`config.mk`:
```
export PLATFORM = sky130hd
export DESIGN_NAME = elf_string_hash_mod
export DESIGN_NICKNAME = d
export VERILOG_FILES = /design/src/sv/eshm_pkg.sv /design/src/sv/eshm_datapath.sv /design/src/sv/eshm_ctrl.sv /design/src/sv/elf_string_hash_mod.sv
export SDC_FILE = /design/constraint.sdc
export NUM_CORES = 1
export LEC_CHECK = 0
export ABC_AREA = 1
export CAP_MARGIN = 20
export CORE_MARGIN = 2
export CORE_UTILIZATION = 25
export CTS_BUF_LIST = sky130_fd_sc_hd__clkbuf_8 sky130_fd_sc_hd__clkbuf_16
export DETAILED_ROUTE_END_ITERATION = 8
export DONT_BUFFER_PORTS = 1
export SLEW_MARGIN = 20
export SYNTH_ARGS = -nofsm -noshare
export SYNTH_HDL_FRONTEND = slang
export SYNTH_HIERARCHICAL = 1
export SYNTH_SLANG_ARGS = --single-unit
```
`constraint.sdc`:
```
create_clock -name clk -period 10.5 [get_ports clk]
set_input_delay 0.525 -clock clk [delete_from_list [all_inputs] [get_ports clk]]
set_output_delay 0.525 -clock clk [all_outputs]
set_load 0.01 [all_outputs]
```
`src/sv/eshm_pkg.sv`:
```
`timescale 1ns / 1ps
// ----------------------------------------------------------------------------
// eshm_pkg
// Shared types and constants for the string hash block.
// ----------------------------------------------------------------------------
package eshm_pkg;

  localparam int CodeW   = 16;
  localparam int HashW   = 28;
  localparam int SizeW   = 32;
  localparam int DivSteps = HashW;
  localparam int CntW    = $clog2(DivSteps);

  localparam logic [SizeW-1:0] TableSizeReset = 32'd1024;
  localparam logic [CntW-1:0]  LastStep       = CntW'(DivSteps - 1);

  typedef enum logic [2:0] {
    S_IDLE = 3'b001,
    S_DIV  = 3'b010,
    S_HOLD = 3'b100
  } state_t;

  typedef struct packed {
    logic fold;
    logic start;
    logic step;
    logic load_out;
  } cmd_t;

  typedef struct packed {
    logic is_term;
  } status_t;

endpackage

```
`src/sv/eshm_datapath.sv`:
```
`timescale 1ns / 1ps
// ----------------------------------------------------------------------------
// eshm_datapath
// Hash fold register, table size register, bit-serial remainder unit and
// output payload registers.
// ----------------------------------------------------------------------------
module eshm_datapath (
  input  logic                          clk,
  input  logic                          rst_n,
  input  logic                          cfg_wr_en,
  input  logic [eshm_pkg::SizeW-1:0]    cfg_wr_data,
  input  logic [eshm_pkg::CodeW-1:0]    in_code_unit,
  input  eshm_pkg::cmd_t                cmd,
  output eshm_pkg::status_t             status,
  output logic [eshm_pkg::SizeW-1:0]    out_bucket,
  output logic [eshm_pkg::HashW-1:0]    out_raw_hash
);

  logic [eshm_pkg::SizeW-1:0] table_size_r;
  logic [eshm_pkg::HashW-1:0] hash_r, hash_nxt;
  logic [eshm_pkg::HashW-1:0] dividend_r;
  logic [eshm_pkg::HashW-1:0] raw_r;
  logic [eshm_pkg::SizeW-1:0] divisor_r;
  logic [eshm_pkg::SizeW-1:0] rem_r, rem_nxt;
  logic [eshm_pkg::SizeW-1:0] bucket_r;
  logic [eshm_pkg::HashW-1:0] raw_out_r;

  logic [eshm_pkg::SizeW-1:0] sum;
  logic [eshm_pkg::SizeW:0]   rem_shift;
  logic [eshm_pkg::SizeW:0]   rem_diff;

  assign status.is_term = (in_code_unit == '0);

  // The top nibble of the sum lands on bits 7:4 after the 24-bit shift.
  always_comb begin
    sum      = {hash_r, 4'b0000} + eshm_pkg::SizeW'(in_code_unit);
    hash_nxt = sum[eshm_pkg::HashW-1:0]
             ^ {{(eshm_pkg::HashW-8){1'b0}}, sum[eshm_pkg::SizeW-1:eshm_pkg::HashW], 4'b0000};
  end

  always_comb begin
    rem_shift = {rem_r, dividend_r[eshm_pkg::HashW-1]};
    rem_diff  = rem_shift - {1'b0, divisor_r};
    if (rem_shift >= {1'b0, divisor_r}) begin
      rem_nxt = rem_diff[eshm_pkg::SizeW-1:0];
    end else begin
      rem_nxt = rem_shift[eshm_pkg::SizeW-1:0];
    end
  end

  always_ff @(posedge clk) begin
    if (!rst_n) begin
      table_size_r <= eshm_pkg::TableSizeReset;
      hash_r       <= '0;
    end else begin
      if (cfg_wr_en) begin
        table_size_r <= cfg_wr_data;
      end
      if (cmd.fold) begin
        hash_r <= hash_nxt;
      end else if (cmd.start) begin
        hash_r <= '0;
      end
    end
  end

  always_ff @(posedge clk) begin
    if (cmd.start) begin
      dividend_r <= hash_r;
      raw_r      <= hash_r;
      divisor_r  <= table_size_r;
      rem_r      <= '0;
    end else if (cmd.step) begin
      dividend_r <= {dividend_r[eshm_pkg::HashW-2:0], 1'b0};
      rem_r      <= rem_nxt;
    end
    if (cmd.load_out) begin
      bucket_r  <= rem_r;
      raw_out_r <= raw_r;
    end
  end

  assign out_bucket   = bucket_r;
  assign out_raw_hash = raw_out_r;

endmodule

```
`src/sv/eshm_ctrl.sv`:
```
`timescale 1ns / 1ps
// ----------------------------------------------------------------------------
// eshm_ctrl
// Controller for input acceptance, the remainder step count and the output
// register handshake.
// ----------------------------------------------------------------------------
module eshm_ctrl (
  input  logic               clk,
  input  logic               rst_n,
  input  logic               in_valid,
  output logic               in_ready,
  output logic               out_valid,
  input  logic               out_ready,
  input  eshm_pkg::status_t  status,
  output eshm_pkg::cmd_t     cmd
);

  eshm_pkg::state_t          state_r, state_nxt;
  logic [eshm_pkg::CntW-1:0] cnt_r, cnt_nxt;
  logic                      out_valid_r, out_valid_nxt;
  logic                      acc;
  logic                      out_free;

  assign in_ready  = (state_r == eshm_pkg::S_IDLE);
  assign acc       = in_valid && in_ready;
  assign out_free  = !out_valid_r || out_ready;
  assign out_valid = out_valid_r;

  always_comb begin
    state_nxt    = state_r;
    cnt_nxt      = cnt_r;
    cmd.fold     = 1'b0;
    cmd.start    = 1'b0;
    cmd.step     = 1'b0;
    cmd.load_out = 1'b0;
    unique case (state_r)
      eshm_pkg::S_IDLE: begin
        if (acc) begin
          if (status.is_term) begin
            cmd.start = 1'b1;
            cnt_nxt   = '0;
            state_nxt = eshm_pkg::S_DIV;
          end else begin
            cmd.fold = 1'b1;
          end
        end
      end
      eshm_pkg::S_DIV: begin
        cmd.step = 1'b1;
        cnt_nxt  = cnt_r + 1'b1;
        if (cnt_r == eshm_pkg::LastStep) begin
          state_nxt = eshm_pkg::S_HOLD;
        end
      end
      eshm_pkg::S_HOLD: begin
        if (out_free) begin
          cmd.load_out = 1'b1;
          state_nxt    = eshm_pkg::S_IDLE;
        end
      end
      default: state_nxt = eshm_pkg::S_IDLE;
    endcase
  end

  always_comb begin
    if (cmd.load_out) begin
      out_valid_nxt = 1'b1;
    end else if (out_ready) begin
      out_valid_nxt = 1'b0;
    end else begin
      out_valid_nxt = out_valid_r;
    end
  end

  always_ff @(posedge clk) begin
    if (!rst_n) begin
      state_r     <= eshm_pkg::S_IDLE;
      cnt_r       <= '0;
      out_valid_r <= 1'b0;
    end else begin
      state_r     <= state_nxt;
      cnt_r       <= cnt_nxt;
      out_valid_r <= out_valid_nxt;
    end
  end

  a_start_enters_div: assert property (@(posedge clk) disable iff (!rst_n)
    cmd.start |=> (state_r == eshm_pkg::S_DIV) && (cnt_r == '0))
    else $error("terminator transfer did not start the remainder unit");

  a_div_counts: assert property (@(posedge clk) disable iff (!rst_n)
    (state_r == eshm_pkg::S_DIV) && (cnt_r != eshm_pkg::LastStep)
      |=> (state_r == eshm_pkg::S_DIV) && (cnt_r == $past(cnt_r) + 1'b1))
    else $error("remainder step count broke off early");

  a_div_ends: assert property (@(posedge clk) disable iff (!rst_n)
    (state_r == eshm_pkg::S_DIV) && (cnt_r == eshm_pkg::LastStep)
      |=> (state_r == eshm_pkg::S_HOLD))
    else $error("remainder unit did not finish after the last step");

  a_load_sets_valid: assert property (@(posedge clk) disable iff (!rst_n)
    cmd.load_out |=> out_valid_r)
    else $error("result load did not raise out_valid");

  a_no_overwrite: assert property (@(posedge clk) disable iff (!rst_n)
    cmd.load_out |-> (!out_valid_r || out_ready))
    else $error("result register overwritten before transfer");

endmodule

```
`src/sv/elf_string_hash_mod.sv`:
```
`timescale 1ns / 1ps
// ----------------------------------------------------------------------------
// elf_string_hash_mod
// Folds 16-bit character codes into a 28-bit PJW-style hash and, on a zero
// code, returns the hash and the hash modulo the configured table size.
//
//   Channel  Direction  Signals
//   in       sink       in_valid, in_ready, in_code_unit
//   out      source     out_valid, out_ready, out_bucket, out_raw_hash
//   cfg      sink       cfg_wr_en, cfg_wr_data (table size)
//
// A non-zero code is folded on acceptance, so characters transfer back to back.
// A terminator is accepted and then passes through the bit-serial remainder
// unit (one quotient bit per cycle), then waits for a free output register.
// in_ready is low while the remainder unit runs and until its result is loaded.
// A result waiting in the output register does not block further characters.
// Reset is synchronous and active low; the table size resets to 1024.
// ----------------------------------------------------------------------------
module elf_string_hash_mod (
  input  logic                          clk,
  input  logic                          rst_n,
  input  logic                          cfg_wr_en,
  input  logic [eshm_pkg::SizeW-1:0]    cfg_wr_data,
  input  logic                          in_valid,
  output logic                          in_ready,
  input  logic [eshm_pkg::CodeW-1:0]    in_code_unit,
  output logic                          out_valid,
  input  logic                          out_ready,
  output logic [eshm_pkg::SizeW-1:0]    out_bucket,
  output logic [eshm_pkg::HashW-1:0]    out_raw_hash
);

  eshm_pkg::cmd_t    cmd;
  eshm_pkg::status_t status;

  eshm_ctrl u_ctrl (
    .clk       (clk),
    .rst_n     (rst_n),
    .in_valid  (in_valid),
    .in_ready  (in_ready),
    .out_valid (out_valid),
    .out_ready (out_ready),
    .status    (status),
    .cmd       (cmd)
  );

  eshm_datapath u_datapath (
    .clk          (clk),
    .rst_n        (rst_n),
    .cfg_wr_en    (cfg_wr_en),
    .cfg_wr_data  (cfg_wr_data),
    .in_code_unit (in_code_unit),
    .cmd          (cmd),
    .status       (status),
    .out_bucket   (out_bucket),
    .out_raw_hash (out_raw_hash)
  );

endmodule

```
Yosys cells after proc, flatten, opt, wreduce, memory -nomap -nowiden:

Index checks and enable logic that the tools add are counted.

* bits in registers: 249
* latch bits: 0
* bits in writable memories: 0
* memory bits (read-only): 0
* bits of input ports: 53
* memories: 0

* add/sub/neg operators: 3
* multipliers: 0
* divide/modulo/power cells: 0
* $lt $le $gt $ge: 1
* equality and inequality tests: 8
* shifts and indexed selects: 0
* multiplexer cells: 22
* bitwise logic cells: 1
* reductions and logical operators: 10

Operators by type and width (count)
* $mux W28: 4
* $ge A33 B32 Y1: 1
* $add A32 B16 Y32: 1
* $mux W32: 1
* $sub A32 B32 Y32: 1
* $xor A28 B8 Y28: 1
* $logic_not A16 Y1: 1
* $mux W3: 4
* $mux W5: 2
* $pmux W5 S2: 1
* $pmux W3 S3: 1
* $reduce_bool A2 Y1: 4
* $mux W1: 7
* $add A5 B1 Y5 const B: 1
* $eq A5 B5 Y1 const B: 1
* $mux W2: 2
* $ne A2 B1 Y1 const B: 2
* $ne A2 B2 Y1 const B: 2
* $reduce_and A4 Y1: 1
* $eq A3 B1 Y1 const B: 1
* $eq A3 B2 Y1 const B: 1
* $eq A3 B3 Y1 const B: 1
* $reduce_and A3 Y1: 1
* $logic_and A1 B1 Y1: 1
* other kinds (2): 2

Longest topological paths before layout:

* depth after elaboration: 6
* mapped depth: 17
* gate-level depth less buffers: 16

Hierarchy:

The synthesis kept the hierarchy.

Modules (own cells, without submodules)
* eshm_datapath: instances 1, cells an instance 1384, area an instance 11888.9 um^2, seq. area each 6286.0 um^2
* eshm_ctrl: instances 1, cells an instance 77, area an instance 519.2 um^2, seq. area each 180.2 um^2

Least setup slack after synthesis:

OpenSTA, ideal clock, no wires.

* path kind: input to register
* start: input port in_code_unit[3] in the netlist's numbering
* end: register u_datapath/dividend_r[0] in the netlist's numbering, enable pin
* data arrival time: 4.063 ns
* required time: 10.096 ns
* setup slack: 6.033 ns
* stages on the path: 9
* path buffers: 2
* cells stage by stage: nor4_1 -> nand2_1 -> nor2_1 -> nand3_1 -> inv_1 -> buf_2 -> nor2_1 -> inv_1 -> clkbuf_1

RTL lines
* start, declared: RTL line elf_string_hash_mod.sv:26 `input logic [eshm_pkg::CodeW-1:0] in_code_unit,`
* end signal, assigned: RTL line eshm_datapath.sv:69 `dividend_r <= hash_r;`
* end signal, assigned: RTL line eshm_datapath.sv:74 `dividend_r <= {dividend_r[eshm_pkg::HashW-2:0], 1'b0};`
* end, declared: RTL line eshm_datapath.sv:21 `logic [eshm_pkg::HashW-1:0] dividend_r;`

==> results.py <==
metrics = {
    "clock_tree": {
        "path_clk_slew_ns": 0.06,
        "clkLatencyLatePin_ns": 0.57,
        "cts.sinks": 249,
        "postCtsHoldBufs": 0,
        "cts_setup_buffers": 0,
        "cts_buffers": 29,
        "h-tree-depth": 1,
        "postCtsResizedCells": 0,
        "clock_path_buffers": 3,
        "cts_tree": "done",
        "cts_root_buf": "clkbuf_16",
    },
    "timing": {
        "grt_setup_unrepaired": "false",
        "fin_hold_ws_ns": 0.0532,
        "final_hold_viol_count": 0,
        "finalCritPeriodShare": 0.290,
        "drv_slew": 0,
        "finalSetupViolCount": 0,
        "worst_pin_slew_ns": 1.05,
        "fin_crit_ns": 3.05,
        "final.setup.tns_ns": 0,
        "fin_ws_ns": 7.45,
        "skew_ns": 0.0328,
        "relSlewSlack": 0.297,
        "fmax_mhz": 328,
    },
    "place": {
        "dp_hpwl_um": 25100,
        "place_congestion": 0.891,
        "placed_area_sq_um": 13100,
        "dp_slack_ns": 6.66,
        "portBuffers": 0,
    },
    "layout": {
        "final_cell_area_sq_um": 14200,
        "nNetsFinal": 1562,
        "drive_gt1_frac": 0.0633,
        "nFillCells": 5193,
        "area_growth_syn_to_layout_pct": 14.5,
        "insertedDiodeCount": 0,
    },
    "drt": {
        "antenna_left": 0,
        "drtIter0Drc": 631,
        "viasPerCell": 4.52,
        "dr_total_vias": 9702,
        "wl_um": 35200,
        "wl_per_cell_um": 16.4,
        "drc": 0,
        "drt_pass1_iterations": 5,
    },
    "pwr": {
        "p_per_area_nw_per_um2": 182,
        "power_mw": 2.58,
        "p_leak_nw": 5.94,
        "ir_drop_uv": 114,
    },
    "critical_path": {
        "criticalPathCategory": "reg -> reg",
        "r2r_end": "u_datapath/dividend_r[11]",
        "arrival_ns": 3.22,
        "r2r_slack_ns": 7.45,
        "startpoint_type": "flop",
        "critPathRequiredTime_ns": 10.68,
        "cp_max_fo": 80,
        "worstRegToRegCells": 9,
        "worst_setup_path_end_kind": "flop",
        "r2r-start": "u_ctrl/state_r[0]",
    },
    "hold_path": {
        "hold_start": "rst_n",
        "hp-class": "in -> reg",
        "holdPathEnd": "u_datapath/table_size_r[10]",
        "hold_depth": 1,
    },
    "flow_run": {
        "maxCapViolCount": 0,
    },
    "yosys": {
        "synth_most_common_cell": "nand2_1",
        "synth_top_flop_cell": "edfxtp_1",
        "synth_seq_cells": 249,
        "synthArstFlopShare": 0,
        "synthTopCellsByArea": "edfxtp_1 (36%), dfxtp_1 (16%), nand2_1 (12%)",
        "syn_area_per_cell_sq_um": 8.49,
        "yosys_warnings": 6,
        "postSynthCellCount": 1461,
        "synth_xor_area_frac": 0.0148,
        "synth-compound-area-share": 0.0905,
        "synth-seq-area-share": 0.521,
        "synth-edff-count": 148,
        "synth_fa_ha_area_frac": 0.0486,
        "synth_top_family_by_area": "simple AND/OR/NAND/NOR gates",
        "yosys.area.top_type": "edfxtp_1",
        "ys_types": 44,
        "synth_commonest_cells": "nand2_1 (383), inv_1 (176), edfxtp_1 (148)",
        "yosys.area_share.simple": 0.255,
        "syn-num-nets": 1561,
        "muxShareOfSynthArea": 0,
        "netlist.area_leader.share": 0.358,
        "synth_area_sq_um": 12400,
    },
    "floorplan": {
        "fp.coreArea_sq_um": 49000,
        "ios": 115,
        "die_x_um": 227,
        "fp.dieH_um": 227,
        "initial_utilization": 0.253,
        "dieArea_sq_um": 51400,
        "rows": 81,
    },
    "global_routing": {
        "grt_pass1_wl_um": 54400,
        "grt-ovfl-total": 0,
        "grt_antenna_before_repair": 3,
        "grtUsageTotal": 0.137,
        "grt_max_degree": 81,
        "grt_pass1_vias": 9397,
    },
    "run_status": {
        "status": "completed",
    },
}
-- how the worst max path moves through the flow --
stage,start,endpoint,slack [ns],cells past startpoint
detailed placement,in_code_unit[12],u_datapath/dividend_r[15],6.66,9
global placement,in_code_unit[12],u_datapath/dividend_r[19],6.80,9
global route,u_datapath/divisor_r[20],u_datapath/rem_r[20],7.19,13
floorplan,in_code_unit[3],u_datapath/dividend_r[0],6.03,9
CTS,u_ctrl/state_r[0],u_datapath/dividend_r[20],7.09,8
finish,u_ctrl/state_r[0],u_datapath/dividend_r[11],7.45,9
-- cells in the final DEF (no fill, tap or decap), types with 4 or more instances in the layout --
cell type	instances
dfxtp_1	101
nand2_2	6
nand3_1	114
o21bai_1	8
nand3b_1	21
o21ai_1	21
edfxtp_1	148
nand4_1	20
nand3_2	8
xor2_1	4
a21boi_0	12
xnor2_1	17
inv_1	177
buf_4	6
clkbuf_16	29
o21ai_0	77
clkinv_2	5
nand2_1	383
nor4_1	5
nor2_1	131
a21oi_1	81
bufinv_16	8
a21o_1	5
ha_1	45
nor3_1	8
nor2_2	6
-- logic make-up (layout without fill, tap and decap cells) --
kind of cell    count (synthesis)  count (layout)
simple gates                  718             718
flops                         249             249
buf+inv                       217             240
compound gates                209             209
fa+ha+maj                      47              47
xor+xnor                       21              21
-- flip-flops by register name, indices dropped and copies added, names as in the netlist --
| signal | count |
|---|---|
| u_datapath/hash_r | 28 |
| u_datapath/table_size_r | 32 |
| u_datapath/divisor_r | 32 |
| u_datapath/out_bucket | 32 |
| u_ctrl/cnt_r | 5 |
| u_datapath/out_raw_hash | 28 |
| u_ctrl/state_r | 3 |
| u_datapath/raw_r | 28 |
| u_datapath/rem_r | 32 |
| u_datapath/dividend_r | 28 |
| u_ctrl/out_valid | 1 |
-- worst max-delay path: stages (launching register included) --
cell	delay, ns
dfxtp_1	0.46
nand2_1	0.10
nor2_2	0.28
nand3_1	0.18
clkinv_2	0.08
buf_6	0.53
nor2_2	0.03
buf_4	0.24
inv_1	0.15
buf_4	0.48
-- metrics by stage --
step / std cells / utilization
after floorplan: 1461 / -
after detailed placement: 2095 / 0.268
after global routing: 2148 / 0.290
after CTS: 2148 / 0.290
final: 2148 / 0.290
after global placement: 2095 / 0.268
-- power breakdown --
| part | internal, mW | switching (mW) | total (mW) |
|---|---|---|---|
| clock network | 0.719 | 0.420 | 1.14 |
| registers | 1.08 | 0.0638 | 1.14 |
| logic | 0.100 | 0.196 | 0.296 |
| total | 1.90 | 0.679 | 2.58 |
-- per-layer routing --
metal | part of all wire | global-route usage | vias to the layer above
met5 | 0.00099 | 0 | -
met4 | 0.022 | 0.0346 | 6
met3 | 0.057 | 0.0295 | 54
met2 | 0.47 | 0.226 | 244
met1 | 0.45 | 0.183 | 4553
li1 | - | - | 4845
-- area by class of cell --
class	instances	area, sq um	area share
Clock buffer	31	753	0.0530
Tap cell	664	831	0.0585
Sequential cell	249	6470	0.455
Timing Repair Buffer	7	56.3	0.00396
Inverter	180	679	0.0478
Multi-Input combinational cell	995	5090	0.358
Clock inverter	22	338	0.0238
No activity file was read; power rests on OpenSTA's default activity.
